**config.mk**
```make
export PLATFORM = sky130hd
export DESIGN_NAME = frame_rate_statistics_top_flat
export DESIGN_NICKNAME = d
export VERILOG_FILES = /design/src/sv/frs_pkg.sv /design/src/sv/frs_if.sv /design/src/sv/frame_rate_statistics_top.sv /design/src/sv/frs_div.sv /design/src/flat_wrapper.sv
export SDC_FILE = /design/constraint.sdc
export NUM_CORES = 1
export LEC_CHECK = 0
export ABC_AREA = 1
export BUFFER_PORTS_ARGS = -buffer_cell sky130_fd_sc_hd__buf_2
export CORE_ASPECT_RATIO = 0.9
export CORE_UTILIZATION = 45
export CTS_CLUSTER_DIAMETER = 50
export DETAILED_ROUTE_END_ITERATION = 7
export PLACE_DENSITY = 0.67
export REMOVE_ABC_BUFFERS = 1
export SLEW_MARGIN = 20
export SYNTH_ARGS = -nofsm -noshare
export SYNTH_HDL_FRONTEND = slang
export SYNTH_SLANG_ARGS = --single-unit
```
**constraint.sdc**
```tcl
create_clock -name clk -period 7.8 [get_ports clk]
set_clock_uncertainty 0.05 [all_clocks]
set_input_delay 1.56 -clock clk [delete_from_list [all_inputs] [get_ports clk]]
set_output_delay 1.56 -clock clk [all_outputs]
set_load 0.03 [all_outputs]
```
**src/sv/frs_pkg.sv**
```systemverilog
package frs_pkg;

  // frame counter width
  localparam int COUNT_WIDTH = 32;
  // count * 10000 needs 14 more bits
  localparam int PROD_W      = COUNT_WIDTH + 14;
  localparam int ITER_W      = $clog2(PROD_W + 1);
  localparam int RATE_ITERS  = 14;

  localparam int CFG_IDX_W  = 2;
  localparam int CFG_DATA_W = 16;

  // config register indexes
  localparam logic [CFG_IDX_W-1:0] REG_AVG_WINDOW = 2'd0;
  localparam logic [CFG_IDX_W-1:0] REG_WARMUP     = 2'd1;
  localparam logic [CFG_IDX_W-1:0] REG_GOOD_RATE  = 2'd2;
  localparam logic [CFG_IDX_W-1:0] REG_FAIR_RATE  = 2'd3;

  localparam logic [15:0] AVG_WINDOW_RST = 16'd500;
  localparam logic [7:0]  WARMUP_RST     = 8'd5;
  localparam logic [13:0] GOOD_RATE_RST  = 14'd280;
  localparam logic [13:0] FAIR_RATE_RST  = 14'd180;

  // action codes
  localparam logic ACT_START = 1'b0;
  localparam logic ACT_FRAME = 1'b1;

  // rate classes
  localparam logic [1:0] CLS_POOR = 2'd0;
  localparam logic [1:0] CLS_FAIR = 2'd1;
  localparam logic [1:0] CLS_GOOD = 2'd2;

  localparam logic [13:0] RATE_MAX  = 14'd9990;
  localparam logic [13:0] RATE_DVD  = 14'd10000;
  localparam logic [15:0] AVG_MAX   = 16'hFFFF;
  localparam logic [15:0] DELTA_MAX = 16'hFFFF;

  typedef struct packed {
    logic              start;
    logic [ITER_W-1:0] iters;
  } div_ctl_t;

  typedef struct packed {
    logic done;
    logic ovf;
  } div_sts_t;

  typedef enum logic [3:0] {
    S_IDLE = 4'b0001,
    S_RATE = 4'b0010,
    S_AVG  = 4'b0100,
    S_OUT  = 4'b1000
  } state_t;

endpackage

```
**src/sv/frs_if.sv**
```systemverilog
interface frs_in_if;
  logic        valid;
  logic        ready;
  logic        action;
  logic [31:0] time_ms;
  logic        reset_stats;

  modport source (output valid, action, time_ms, reset_stats, input ready);
  modport sink   (input valid, action, time_ms, reset_stats, output ready);
endinterface

interface frs_out_if;
  logic        valid;
  logic        ready;
  logic [15:0] delta_ms;
  logic [13:0] rate_tenths;
  logic [15:0] average_tenths;
  logic [13:0] minimum_tenths;
  logic [13:0] maximum_tenths;
  logic [1:0]  rate_class;

  modport source (output valid, delta_ms, rate_tenths, average_tenths, minimum_tenths,
                  maximum_tenths, rate_class, input ready);
  modport sink   (input valid, delta_ms, rate_tenths, average_tenths, minimum_tenths,
                  maximum_tenths, rate_class, output ready);
endinterface

```
**src/sv/frame_rate_statistics_top.sv**
```systemverilog
// Flow: an accepted frame beat runs the rate division (10000 / dt), then the average
//   division (count*10000 / elapsed), then loads the result register in S_OUT.
// A frame beat holds the block through S_OUT for the single shared serial divider;
//   a start beat is taken in S_IDLE. The next beat is accepted while a result waits.
// Reset: rst_n synchronous, active low; config returns to 500/5/280/180,
//   timestamps and count to zero, minimum to 9990, maximum to zero.
module frame_rate_statistics_top (
  input  logic                          clk,
  input  logic                          rst_n,
  frs_in_if.sink                        in_ch,
  frs_out_if.source                     out_ch,
  input  logic                          cfg_we,
  input  logic [frs_pkg::CFG_IDX_W-1:0] cfg_idx,
  input  logic [frs_pkg::CFG_DATA_W-1:0] cfg_data
);

  // configuration
  logic [15:0] win_r;
  logic [7:0]  warm_r;
  logic [13:0] good_r;
  logic [13:0] fair_r;

  // control and persistent statistics
  frs_pkg::state_t                 state_r;
  logic [31:0]                     last_time_r;
  logic [31:0]                     wstart_r;
  logic [frs_pkg::COUNT_WIDTH-1:0] cnt_r;
  logic [frs_pkg::COUNT_WIDTH-1:0] cnt_nxt;
  logic [13:0]                     low_r;
  logic [13:0]                     high_r;
  logic [13:0]                     low_nxt;
  logic [13:0]                     high_nxt;
  logic                            out_valid_r;

  // per-beat working registers
  logic [31:0]                 dt_r;
  logic [31:0]                 elapsed_r;
  logic [31:0]                 time_r;
  logic                        rst_r;
  logic [frs_pkg::PROD_W-1:0]  prod_r;
  logic [13:0]                 rate_r;
  logic [15:0]                 avgq_r;

  // result register
  logic [15:0] delta_o_r;
  logic [13:0] rate_o_r;
  logic [15:0] avg_o_r;
  logic [13:0] min_o_r;
  logic [13:0] max_o_r;
  logic [1:0]  cls_o_r;

  logic                        accept;
  logic [31:0]                 dt_raw;
  logic [31:0]                 dt_fix;
  logic [13:0]                 rate_sat;
  logic                        windowed;
  logic                        track;
  logic [15:0]                 avg_sel;
  logic [1:0]                  cls;
  logic                        out_free;

  frs_pkg::div_ctl_t           div_ctl;
  frs_pkg::div_sts_t           div_sts;
  logic [frs_pkg::PROD_W-1:0]  div_dividend;
  logic [31:0]                 div_divisor;
  logic [15:0]                 div_quot;

  assign in_ch.ready = (state_r == frs_pkg::S_IDLE);
  assign accept      = in_ch.valid && in_ch.ready;

  // frame interval, a zero interval counts as one millisecond
  assign dt_raw  = in_ch.time_ms - last_time_r;
  assign dt_fix  = (dt_raw == 32'd0) ? 32'd1 : dt_raw;
  // saturating frame count
  assign cnt_nxt = (&cnt_r) ? cnt_r : cnt_r + frs_pkg::COUNT_WIDTH'(1);

  // only a one-millisecond interval gives 10000
  assign rate_sat = (div_quot[13:0] > frs_pkg::RATE_MAX) ? frs_pkg::RATE_MAX : div_quot[13:0];

  // shared divider: rate first (10000 / dt), then average (count*10000 / elapsed)
  always_comb begin
    div_ctl.start = (accept && (in_ch.action == frs_pkg::ACT_FRAME))
                 || ((state_r == frs_pkg::S_RATE) && div_sts.done);
    if (state_r == frs_pkg::S_IDLE) begin
      div_ctl.iters = frs_pkg::ITER_W'(frs_pkg::RATE_ITERS);
      div_dividend  = {frs_pkg::RATE_DVD, {(frs_pkg::PROD_W-frs_pkg::RATE_ITERS){1'b0}}};
      div_divisor   = dt_fix;
    end else begin
      div_ctl.iters = frs_pkg::ITER_W'(frs_pkg::PROD_W);
      div_dividend  = prod_r;
      div_divisor   = elapsed_r;
    end
  end

  frs_div u_div (
    .clk      (clk),
    .rst_n    (rst_n),
    .ctl      (div_ctl),
    .dividend (div_dividend),
    .divisor  (div_divisor),
    .sts      (div_sts),
    .quot     (div_quot)
  );

  // statistics update, evaluated in S_OUT
  always_comb begin
    windowed = elapsed_r >= {16'd0, win_r};
    track    = windowed && (cnt_r > frs_pkg::COUNT_WIDTH'(warm_r));
    low_nxt  = low_r;
    high_nxt = high_r;
    avg_sel  = {2'b00, rate_r};
    if (windowed) begin
      avg_sel = avgq_r;
    end
    if (track) begin
      if (rate_r < low_r) begin
        low_nxt = rate_r;
      end
      if (rate_r > high_r) begin
        high_nxt = rate_r;
      end
    end
    if (rst_r) begin
      low_nxt  = rate_r;
      high_nxt = rate_r;
      avg_sel  = {2'b00, rate_r};
    end
    // good wins over fair when the thresholds cross
    if (rate_r >= good_r) begin
      cls = frs_pkg::CLS_GOOD;
    end else if (rate_r >= fair_r) begin
      cls = frs_pkg::CLS_FAIR;
    end else begin
      cls = frs_pkg::CLS_POOR;
    end
  end

  assign out_free = !out_valid_r || out_ch.ready;

  // configuration writes
  always_ff @(posedge clk) begin
    if (!rst_n) begin
      win_r  <= frs_pkg::AVG_WINDOW_RST;
      warm_r <= frs_pkg::WARMUP_RST;
      good_r <= frs_pkg::GOOD_RATE_RST;
      fair_r <= frs_pkg::FAIR_RATE_RST;
    end else if (cfg_we) begin
      case (cfg_idx)
        frs_pkg::REG_AVG_WINDOW: win_r  <= cfg_data[15:0];
        frs_pkg::REG_WARMUP:     warm_r <= cfg_data[7:0];
        frs_pkg::REG_GOOD_RATE:  good_r <= cfg_data[13:0];
        frs_pkg::REG_FAIR_RATE:  fair_r <= cfg_data[13:0];
        default: ;
      endcase
    end
  end

  // sequencer and persistent state
  always_ff @(posedge clk) begin
    if (!rst_n) begin
      state_r     <= frs_pkg::S_IDLE;
      last_time_r <= '0;
      wstart_r    <= '0;
      cnt_r       <= '0;
      low_r       <= frs_pkg::RATE_MAX;
      high_r      <= '0;
      out_valid_r <= 1'b0;
    end else begin
      // a claimed result frees the register unless S_OUT reloads it
      if (out_valid_r && out_ch.ready && (state_r != frs_pkg::S_OUT)) begin
        out_valid_r <= 1'b0;
      end
      case (state_r)
        frs_pkg::S_IDLE: begin
          if (accept) begin
            last_time_r <= in_ch.time_ms;
            if (in_ch.action == frs_pkg::ACT_START) begin
              wstart_r <= in_ch.time_ms;
            end else begin
              cnt_r   <= cnt_nxt;
              state_r <= frs_pkg::S_RATE;
            end
          end
        end
        frs_pkg::S_RATE: begin
          if (div_sts.done) begin
            state_r <= frs_pkg::S_AVG;
          end
        end
        frs_pkg::S_AVG: begin
          if (div_sts.done) begin
            state_r <= frs_pkg::S_OUT;
          end
        end
        frs_pkg::S_OUT: begin
          // wait here only while the previous result is still unclaimed
          if (out_free) begin
            low_r       <= low_nxt;
            high_r      <= high_nxt;
            out_valid_r <= 1'b1;
            if (rst_r) begin
              cnt_r    <= '0;
              wstart_r <= time_r;
            end
            state_r <= frs_pkg::S_IDLE;
          end
        end
        default: state_r <= frs_pkg::S_IDLE;
      endcase
    end
  end

  // working payload
  always_ff @(posedge clk) begin
    if (accept) begin
      dt_r      <= dt_fix;
      elapsed_r <= in_ch.time_ms - wstart_r;
      time_r    <= in_ch.time_ms;
      rst_r     <= in_ch.reset_stats;
    end
    // count is stable through the rate division
    if (state_r == frs_pkg::S_RATE) begin
      prod_r <= frs_pkg::PROD_W'(cnt_r) * frs_pkg::PROD_W'(frs_pkg::RATE_DVD);
      if (div_sts.done) begin
        rate_r <= rate_sat;
      end
    end
    if ((state_r == frs_pkg::S_AVG) && div_sts.done) begin
      // zero elapsed divides to all ones, which saturates as wanted
      avgq_r <= div_sts.ovf ? frs_pkg::AVG_MAX : div_quot;
    end
    if ((state_r == frs_pkg::S_OUT) && out_free) begin
      delta_o_r <= (dt_r[31:16] != 16'd0) ? frs_pkg::DELTA_MAX : dt_r[15:0];
      rate_o_r  <= rate_r;
      avg_o_r   <= avg_sel;
      min_o_r   <= low_nxt;
      max_o_r   <= high_nxt;
      cls_o_r   <= cls;
    end
  end

  assign out_ch.valid          = out_valid_r;
  assign out_ch.delta_ms       = delta_o_r;
  assign out_ch.rate_tenths    = rate_o_r;
  assign out_ch.average_tenths = avg_o_r;
  assign out_ch.minimum_tenths = min_o_r;
  assign out_ch.maximum_tenths = max_o_r;
  assign out_ch.rate_class     = cls_o_r;

endmodule

```
**src/sv/frs_div.sv**
```systemverilog
// Restoring divider: dividend shifts in MSB first, one quotient bit per cycle.
module frs_div (
  input  logic                     clk,
  input  logic                     rst_n,
  input  frs_pkg::div_ctl_t        ctl,
  input  logic [frs_pkg::PROD_W-1:0] dividend,
  input  logic [31:0]              divisor,
  output frs_pkg::div_sts_t        sts,
  output logic [15:0]              quot
);

  logic [frs_pkg::PROD_W-1:0] dvd_r;
  logic [31:0]                dvs_r;
  logic [31:0]                rem_r;
  logic [31:0]                rem_nxt;
  logic [15:0]                q_r;
  logic                       ovf_r;
  logic [frs_pkg::ITER_W-1:0] cnt_r;
  logic                       done_r;
  logic [32:0]                trial;
  logic [32:0]                diff;
  logic                       ge;

  always_comb begin
    trial   = {rem_r, dvd_r[frs_pkg::PROD_W-1]};
    diff    = trial - {1'b0, dvs_r};
    ge      = trial >= {1'b0, dvs_r};
    rem_nxt = ge ? diff[31:0] : trial[31:0];
  end

  always_ff @(posedge clk) begin
    if (!rst_n) begin
      cnt_r  <= '0;
      done_r <= 1'b0;
    end else begin
      done_r <= 1'b0;
      if (ctl.start) begin
        cnt_r <= ctl.iters;
      end else if (cnt_r != '0) begin
        cnt_r  <= cnt_r - frs_pkg::ITER_W'(1);
        done_r <= (cnt_r == frs_pkg::ITER_W'(1));
      end
    end
  end

  always_ff @(posedge clk) begin
    if (ctl.start) begin
      dvd_r <= dividend;
      dvs_r <= divisor;
      rem_r <= '0;
      q_r   <= '0;
      ovf_r <= 1'b0;
    end else if (cnt_r != '0) begin
      dvd_r <= {dvd_r[frs_pkg::PROD_W-2:0], 1'b0};
      rem_r <= rem_nxt;
      q_r   <= {q_r[14:0], ge};
      // quotient bit leaving the 16-bit window means saturation
      ovf_r <= ovf_r | q_r[15];
    end
  end

  assign sts.done = done_r;
  assign sts.ovf  = ovf_r;
  assign quot     = q_r;

endmodule

```
**src/flat_wrapper.sv**
```systemverilog
// flat-port wrapper written by rule: the top's interface ports become plain ports
module frame_rate_statistics_top_flat 
  (clk, rst_n, cfg_we, cfg_idx, cfg_data, in_ch_valid, in_ch_action, in_ch_time_ms, in_ch_reset_stats, in_ch_ready, out_ch_valid, out_ch_delta_ms, out_ch_rate_tenths, out_ch_average_tenths, out_ch_minimum_tenths, out_ch_maximum_tenths, out_ch_rate_class, out_ch_ready);
  frs_in_if in_ch_i ();
  frs_out_if out_ch_i ();
  input  logic clk;
  input  logic rst_n;
  input  logic cfg_we;
  input  logic [frs_pkg::CFG_IDX_W-1:0] cfg_idx;
  input  logic [frs_pkg::CFG_DATA_W-1:0] cfg_data;
  input wire logic [$bits(in_ch_i.valid)-1:0] in_ch_valid;
  input wire logic [$bits(in_ch_i.action)-1:0] in_ch_action;
  input wire logic [$bits(in_ch_i.time_ms)-1:0] in_ch_time_ms;
  input wire logic [$bits(in_ch_i.reset_stats)-1:0] in_ch_reset_stats;
  output wire logic [$bits(in_ch_i.ready)-1:0] in_ch_ready;
  output wire logic [$bits(out_ch_i.valid)-1:0] out_ch_valid;
  output wire logic [$bits(out_ch_i.delta_ms)-1:0] out_ch_delta_ms;
  output wire logic [$bits(out_ch_i.rate_tenths)-1:0] out_ch_rate_tenths;
  output wire logic [$bits(out_ch_i.average_tenths)-1:0] out_ch_average_tenths;
  output wire logic [$bits(out_ch_i.minimum_tenths)-1:0] out_ch_minimum_tenths;
  output wire logic [$bits(out_ch_i.maximum_tenths)-1:0] out_ch_maximum_tenths;
  output wire logic [$bits(out_ch_i.rate_class)-1:0] out_ch_rate_class;
  input wire logic [$bits(out_ch_i.ready)-1:0] out_ch_ready;
  assign in_ch_i.valid = in_ch_valid;
  assign in_ch_i.action = in_ch_action;
  assign in_ch_i.time_ms = in_ch_time_ms;
  assign in_ch_i.reset_stats = in_ch_reset_stats;
  assign in_ch_ready = in_ch_i.ready;
  assign out_ch_valid = out_ch_i.valid;
  assign out_ch_delta_ms = out_ch_i.delta_ms;
  assign out_ch_rate_tenths = out_ch_i.rate_tenths;
  assign out_ch_average_tenths = out_ch_i.average_tenths;
  assign out_ch_minimum_tenths = out_ch_i.minimum_tenths;
  assign out_ch_maximum_tenths = out_ch_i.maximum_tenths;
  assign out_ch_rate_class = out_ch_i.rate_class;
  assign out_ch_i.ready = out_ch_ready;
  frame_rate_statistics_top u_core (.clk(clk), .rst_n(rst_n), .in_ch(in_ch_i), .out_ch(out_ch_i), .cfg_we(cfg_we), .cfg_idx(cfg_idx), .cfg_data(cfg_data));
endmodule
```
==> impl.org, run 1 <==
** Outcome
- Outcome :: complete, no violations

** Detailed routing
- The detail route stage leaves a number of antenna-violating nets equal to 0.
- Dividing the detail-routed via count by the number of cells gives 5.11.
- Summing over every cut layer, the via total after detailed routing is 27400.
- Wire per inst :: 16.4 um
- The first detailed-routing pass ran for 8 iterations.
- Violation count after the first detailed-routing iteration :: 1884
- Summed over all layers, the routed wires come to 87800 um.
- For this run, design rule violations remaining after detail routing come to 0.

** Logic synthesis
- Simple logic cell fraction of the synthesized area :: 17.3%
- Combinational family with the most area after synthesis :: simple AND/OR/NAND/NOR gates
- The synthesized netlist devotes 12.3% of its cell area to compound gates.
- For this run, the number of Yosys warnings is 0.
- Number of library cell types mapped by synthesis :: 55
- After Yosys synthesis, full adders, half adders and majority gates account for 17.1% of the synthesized area.
- Sequential fraction of the synthesis area :: 41.3%
- After synthesis the cells add up to 34700 sq um.
- Instance count of the mapped netlist :: 4128
- After synthesis the netlist holds a flip-flop and latch count of 556.
- In this run the mean area of a mapped cell was 8.40 sq um.
- Count of flip-flops with a built-in enable after synthesis :: 319
- The synthesized netlist devotes 2.58% of its cell area to XOR and XNOR gates.
- Multiplexer cells account for 0.227% of the synthesized area.
- Primary FF master, synth :: sky130_fd_sc_hd__edfxtp_1
- For this run, asynchronously set or reset flops after synthesis account for 0%.

** Setup path
- Crit path largest cell delay :: 550 ps
- The slowest stage of the critical path belongs to the cell sky130_fd_sc_hd__fa_1.
- CP Capture Type :: flip-flop
- Walking the worst path, the cells encountered are inv_1, fa_1, inv_1, ha_1, inv_1, fa_1, inv_1, ha_1, inv_1, fa_1, inv_1, ha_1, nand2_1, o21ai_0, a21oi_1, o21ai_1, a21oi_1, o21ai_1, a21oi_1, xnor2_1.
- Data on the critical path arrives at its endpoint at 5520 ps.
- Category of the worst setup path launch point :: flip-flop
- WP buf/inv :: 6
- Data required time at the worst endpoint :: 8140 ps
- Largest fanout of any net on the critical path :: 8
- Start-to-end type of the worst setup path :: flip-flop to flip-flop
- The most numerous cell type found on the critical path is sky130_fd_sc_hd__inv_1.
- On the critical path the largest part of the delay comes from adder cells.

** Power
- Power spread over the standard cell area amounts to 252 nW/um^2.
- Max rail drop VDD :: 0.186 mV
- Summed over all cells, the static leakage comes to 0.0186 uW.

** Final layout
- The post-route netlist has 7.28% of its cells at a drive strength greater than 1.
- Area Overhead vs Synth :: 12.2%
- Most common library cell in the layout ignoring fill and taps :: sky130_fd_sc_hd__nand2_1
- Regs by FF count :: u_core.prod_r: 42 flops, u_core.u_div.dvd_r: 42 flops
- Final nets :: 4746
- Leaving out fill and tap cells, the most frequent cells in the layout are sky130_fd_sc_hd__nand2_1, sky130_fd_sc_hd__inv_1, sky130_fd_sc_hd__ha_1.
- Footprint of the multi-input gates :: 17200 sq um
- Summing all flip-flop and latch instances after layout gives 14300 sq um.
- The layout has 7218 filler cells.

** Global routing
- Vias in the first global route :: 26000
- For this run the aggregate overflow at the end of global routing stands at 0.
- Global-route wire length before repair :: 140000 um
- Pin count of the biggest net entering global routing :: 91
- Number of antenna violations at the first check in global routing :: 4
- Across every metal layer, demand over resource in global routing totals 22.7%.

** Clock tree
- Root buffer cell :: sky130_fd_sc_hd__clkbuf_16
- Htree depth :: 3
- Buffers inserted during clock tree synthesis total 72.
- The longest clock path from root to sink contains 3 buffers.
- Clock tree synthesis found a total of 556 sinks.
- Clock-pin slew was measured on the worst setup and hold paths at 60 ps.
- Hold repair after CTS inserted 0 buffers.
- Post-CTS repair changed the size of 0 cells.
- Clock latency on the worst-skew pair :: 640 ps
- TritonCTS built the clock tree.
- In this run the post-CTS setup repair buffer count came out at 0.

** Place
- Routability congestion estimate from global placement :: 0.935
- Timing analysis after detailed placement gives a worst setup slack of 2690 ps.
- Summed over all nets, the half-perimeter wirelength after detailed placement is 67200 um.
- Number of buffer cells added on primary ports :: 134

** Floorplanning
- Count of pins on the block boundary :: 135
- Area enclosed by the die boundary :: 78100 sq um
- Placeable core area :: 76300 sq um
- Height of the die :: 265 um
- Initial Utilization :: 45.4%
- Row generation in the floorplan step produced 96 rows.
- Horizontal die dimension :: 295 um

** Timing
- For the finished layout, the period the worst path requires is 5180 ps.
- Final Worst Setup Slack :: 2620 ps
- Final setup TNS :: 0 ps
- Setup repair after global routing missed its margin :: no
- Fin. Hold Viols :: 0
- Number of setup violations in the final report :: 0
- Worst slew pin tran :: 1050 ps
- Number of max-slew violations in the final report :: 0
- Measured against its own limit, the worst slew margin works out to 30.3%.
- Final clock period utilization by the worst path :: 66.4%
- Static timing analysis puts the maximum clock frequency at 0.193 GHz.

** Flow run
- Max-cap violations :: 0

** Worst hold path
- Min-delay worst type :: flip-flop to flip-flop
[final timing paths]
path | from | to | slack [ps] | cells after the start
worst max-delay path | u_core.cnt_r[4]$_SDFFE_PN0P_ | u_core.prod_r[39]$_DFFE_PN_ | 2620 | 20
worst min-delay path | u_core.u_div.quot[13]$_SDFFE_PN0P_ | u_core.rate_r[13]$_SDFFCE_PN1P_ | 380 | 0
worst max register to register | u_core.cnt_r[4]$_SDFFE_PN0P_ | u_core.prod_r[39]$_DFFE_PN_ | 2620 | 20
worst min register to register | u_core.u_div.quot[13]$_SDFFE_PN0P_ | u_core.rate_r[13]$_SDFFCE_PN1P_ | 380 | 0
[synthesized netlist by cell type, drive strengths merged (21+ instances only)]
master / number / area share (%)
xnor2: 45 / 1.1
a21oi: 334 / 4.8
o21ai: 232 / 3.4
a31oi: 40 / 0.72
nor2: 276 / 3.2
nor4: 21 / 0.38
a22o: 36 / 0.91
nand3: 166 / 2.5
dfxtp: 237 / 14
clkbuf: 70 / 0.76
xor2: 57 / 1.4
edfxtp: 319 / 28
inv: 749 / 8.1
nand4: 23 / 0.46
nand2: 892 / 9.7
nor3: 42 / 0.64
fa: 86 / 5.0
o211ai: 23 / 0.51
ha: 337 / 12
[layout make-up]
| type | count | area share, % |
|---|---|---|
| multi-input cells | 2730 | 44.2 |
| clock buffers | 85 | 4.81 |
| well taps | 1029 | 3.31 |
| flip-flops and latches | 556 | 36.8 |
| inverters | 753 | 7.27 |
| clock inverters | 49 | 1.51 |
| diodes | 2 | 0.0129 |
| repair buffers | 153 | 2.10 |
[routing by layer]
| layer | GRT usage (%) | wire length [um] | vias to the layer above |
|---|---|---|---|
| met3 | 3.31 | 4900 | 129 |
| met4 | 6.90 | 2290 | 6 |
| li1 | - | - | 13900 |
| met5 | 0 | 43 | - |
| met1 | 32.9 | 43000 | 12700 |
| met2 | 34.9 | 37600 | 695 |
[per-stage QoR]
| stage | utilization [%] | total power, uW | area (sq um) | hold slack (ps) | std cells |
|---|---|---|---|---|---|
| 3_3_place_gp | 47.8 | 6370 | 36400 | 361 | 5221 |
| 4_1_cts | 51.0 | 9820 | 38900 | 382 | 5355 |
| 6_report | 51.0 | 9790 | 38900 | 382 | 5357 |
| 3_5_place_dp | 47.8 | 6400 | 36400 | 367 | 5221 |
| 5_1_grt | 51.0 | 10300 | 38900 | 397 | 5355 |
| 2_1_floorplan | - | 5650 | 34300 | 358 | 4039 |
[worst register-to-register path: stages (launching register included)]
cell and delay [ps]:
sky130_fd_sc_hd__dfxtp_1 480, sky130_fd_sc_hd__inv_1 170, sky130_fd_sc_hd__fa_1 550, sky130_fd_sc_hd__inv_1 40, sky130_fd_sc_hd__ha_1 260, sky130_fd_sc_hd__inv_1 50, sky130_fd_sc_hd__fa_1 520, sky130_fd_sc_hd__inv_1 40
sky130_fd_sc_hd__ha_1 270, sky130_fd_sc_hd__inv_1 50, sky130_fd_sc_hd__fa_1 500, sky130_fd_sc_hd__inv_1 40, sky130_fd_sc_hd__ha_1 350, sky130_fd_sc_hd__nand2_1 130, sky130_fd_sc_hd__o21ai_0 250, sky130_fd_sc_hd__a21oi_1 110
sky130_fd_sc_hd__o21ai_1 300, sky130_fd_sc_hd__a21oi_1 190, sky130_fd_sc_hd__o21ai_1 320, sky130_fd_sc_hd__a21oi_1 130, sky130_fd_sc_hd__xnor2_1 140
[kinds of logic (layout without fill, tap and decap cells)]
logic type / Yosys count / in the layout
and+or+nand+nor: 1444 / 1444
other: 0 / 2
muxes: 7 / 7
adders and majority gates: 423 / 423
AOI/OAI and AO/OA: 754 / 754
xor gates and xnor gates: 102 / 102
DFF: 556 / 556
buffers and inverters: 842 / 1040
[power breakdown]
group,switching [uW],internal (uW)
clock network,1420,1980
logic,1740,881
registers,179,3590
Power figures use the tool's default switching activity.
==> run 2, diff against run 1 <==
==> constraint.sdc (replaced) <==
create_clock -name clk -period 5.4 [get_ports clk]
set_clock_uncertainty 0.05 [all_clocks]
set_input_delay 1.08 -clock clk [delete_from_list [all_inputs] [get_ports clk]]
set_output_delay 1.08 -clock clk [all_outputs]
set_load 0.03 [all_outputs]
==> run 2 against run 1 <==
  * Register-to-register slack worse by 2300 ps
  * Critical path depth is the same
  * Largest cell class unchanged
  * Clock power increased by 41%
==> impl.org, run 2 (synthesized netlist as in run 1, its figures left out) <==
** Power
- Summed over all cells, the static leakage comes to 0.0186 uW.
- Across the VDD grid, the largest voltage drop is 0.247 mV.
- Power density over the cells :: 360 nW/um^2

** Setup path
- Traced cell by cell, the critical path runs through inv_1, fa_1, inv_1, ha_1, inv_1, fa_1, inv_1, ha_1, inv_1, fa_1, inv_1, ha_1, nand2_1, o21ai_0, a21oi_1, o21ai_2, a21oi_2, o21ai_1, a21oi_1, xnor2_1.
- Data on the critical path is required at its endpoint by 5750 ps.
- STA puts the critical path data arrival time at 5410 ps.
- CP Capture Type :: flip-flop
- The cell that appears most often on the critical path is sky130_fd_sc_hd__inv_1.
- In this design, the stage delay of the slowest critical-path cell is 540 ps.
- In this run the critical register-to-register path is launched from u_core.cnt_r[5]$_SDFFE_PN0P_.
- Along the worst path, the maximum fanout reaches 6.
- Master of the slowest instance on the critical path :: sky130_fd_sc_hd__fa_1
- CP startpoint :: u_core.cnt_r[5]$_SDFFE_PN0P_
- The critical path is of the flip-flop to flip-flop type.
- STA classifies the critical path startpoint as a flip-flop.

** Global routing
- Across every metal layer, demand over resource in global routing totals 22.8%.
- Global-route wire length before repair :: 140000 um
- Summed over all layers, the global routing overflow is 0.
- For this run, global-route usage on met3 was measured as 4.35%.
- Met2 global-route usage :: 34.5%
- Number of antenna violations at the first check in global routing :: 6
- For met1 alone, demand over resource in global routing was 32.6%.
- The via count of the first global-routing pass is 25800.
- The layer flagged by global routing as most heavily used is met2.
- Entering global routing, the biggest net connects 108 pins.

** Final layout
- The final layout contains 4757 nets.
- The filler cells instantiated in the layout total 7152.
- Most frequent cells in the layout :: sky130_fd_sc_hd__nand2_1, sky130_fd_sc_hd__inv_1, sky130_fd_sc_hd__ha_1
- Most common library cell in the layout ignoring fill and taps :: sky130_fd_sc_hd__nand2_1
- Area Overhead vs Synth :: 12.4%
- Utilization after layout :: 51.1%
- The post-route netlist has 7.40% of its cells at a drive strength greater than 1.
- In the final layout, the registers with the most flip-flops are u_core.prod_r: 42 flops, u_core.u_div.dvd_r: 42 flops.
- Final std cell area, no fill :: 38900 sq um
- The multi-input combinational cells in the finished layout cover a total of 17200 sq um.
- The sequential cells in the finished layout cover a total of 14300 sq um.
- The repair_antennas step left the layout with diodes totalling 0.

** Timing
- Adding up every negative setup slack in the final design gives 0 ps.
- Number of max-slew violations in the final report :: 0
- Final clock period utilization by the worst path :: 93.7%
- Setup repair after global routing missed its margin :: no
- The final count of hold timing violations was 0.
- The smallest clock period supported by the final layout is computed as 5060 ps.
- Setup violations remaining at the end of the flow were counted as 0.
- The worst pin sits at a relative slew slack of 34.4%.
- For the pin with the worst max-slew slack, the measured transition is 982 ps.
- Based on the critical path, the design can be clocked at up to 0.198 GHz.

** Floorplanning
- Once the floorplan was initialized, standard cells occupied 45.4% of the core.
- The floorplan step defined a core boundary enclosing 76300 sq um.
- The die is 295 um wide.
- The die is 265 um tall.
- The die covers 78100 sq um.
- Count of pins on the block boundary :: 135
- After floorplanning, the core was divided into 96 placement rows.

** Worst hold path
- Min-delay worst type :: flip-flop to flip-flop
- Worst Hold Launch :: u_core.last_time_r[19]$_SDFFE_PN0P_

** Clock tree
- In this run, CTS created clock tree buffers numbering 72.
- Hold buffers post-CTS :: 0
- The H-tree generated during clock tree synthesis spans 3 levels.
- Clock-pin slew was measured on the worst setup and hold paths at 60 ps.
- At the later pin of the worst-skew pair, clock insertion delay measures 650 ps.
- Root buffer cell :: sky130_fd_sc_hd__clkbuf_16
- The clock passes through at most 3 buffers.
- CTS tree :: yes
- Number of sinks on the clock net :: 556

** Detailed routing
- The final layout contains routed wiring with a total length of 87700 um.
- Violation count after the first detailed-routing iteration :: 1824
- In the routed layout, each cell is associated on average with a via count of 5.06.
- The routed layout has 27200 vias.
- Remaining antenna violation count after routing :: 0
- For this run, design rule violations remaining after detail routing come to 0.
- First-pass iteration count of the detailed router :: 7
- Wire per inst :: 16.3 um

** Outcome
- Outcome :: complete, no violations

** Place
- Routability congestion estimate from global placement :: 0.990
- HPWL Detailed :: 66800 um
- Placement-stage cell area :: 36500 sq um
- Port buffering added 134 buffers.

** Flow run
- Across the run, the number of max-cap violations was 0.
## run 2: final timing paths
path                                                            end  slack, ps  cells after the start
worst min-delay path            u_core.last_time_r[19]$_SDFFE_PN0P_        410                      2
worst max register to register          u_core.prod_r[39]$_DFFE_PN_        340                     20
worst min register to register  u_core.last_time_r[19]$_SDFFE_PN0P_        410                      2
worst max-delay path                    u_core.prod_r[39]$_DFFE_PN_        340                     20
## run 2: stage by stage
step / hold slack, ps / power [uW] / worst slack [ps] / std cells
2_1_floorplan: 358 / 8160 / -570 / 4039
3_3_place_gp: 360 / 9220 / 402 / 5232
3_5_place_dp: 380 / 9260 / 293 / 5232
4_1_cts: 410 / 14100 / 269 / 5366
5_1_grt: 420 / 14800 / 28.8 / 5366
6_report: 407 / 14000 / 340 / 5366
## run 2: layer usage
| layer | up-vias | wire length, um |
|---|---|---|
| met4 | 8 | 2780 |
| li1 | 13900 | - |
| met3 | 151 | 5570 |
| met5 | - | 56 |
| met1 | 12400 | 42400 |
| met2 | 713 | 36900 |
## run 2: worst max-delay path: cells and delay by family, from the launching register on
| family | cells | cell delay [ps] |
|---|---|---|
| compound gates | 6 | 1200 |
| xor+xnor | 1 | 140 |
| flops | 1 | 450 |
| fa+ha+maj | 6 | 2430 |
| simple gates | 1 | 130 |
| buf+inv | 6 | 410 |
## run 2: power by group
part           switching [uW]  internal, uW
combinational            2530          1280
sequential                252          5180
clock                    2050          2730
total                    4830          9200
## run 2: final cells by class
type | count | share of cell area, %
Inverter | 753 | 7.26
Clock inverter | 40 | 1.24
Clock buffer | 94 | 4.92
Tap cell | 1029 | 3.31
Multi-Input combinational cell | 2730 | 44.2
Sequential cell | 556 | 36.8
Timing Repair Buffer | 164 | 2.34
## run 2: repair_timing
action                                  4_1_cts  5_1_grt
resized for setup                             0        2
buffers inserted                              0        0
endpoints found under the setup margin        0        1
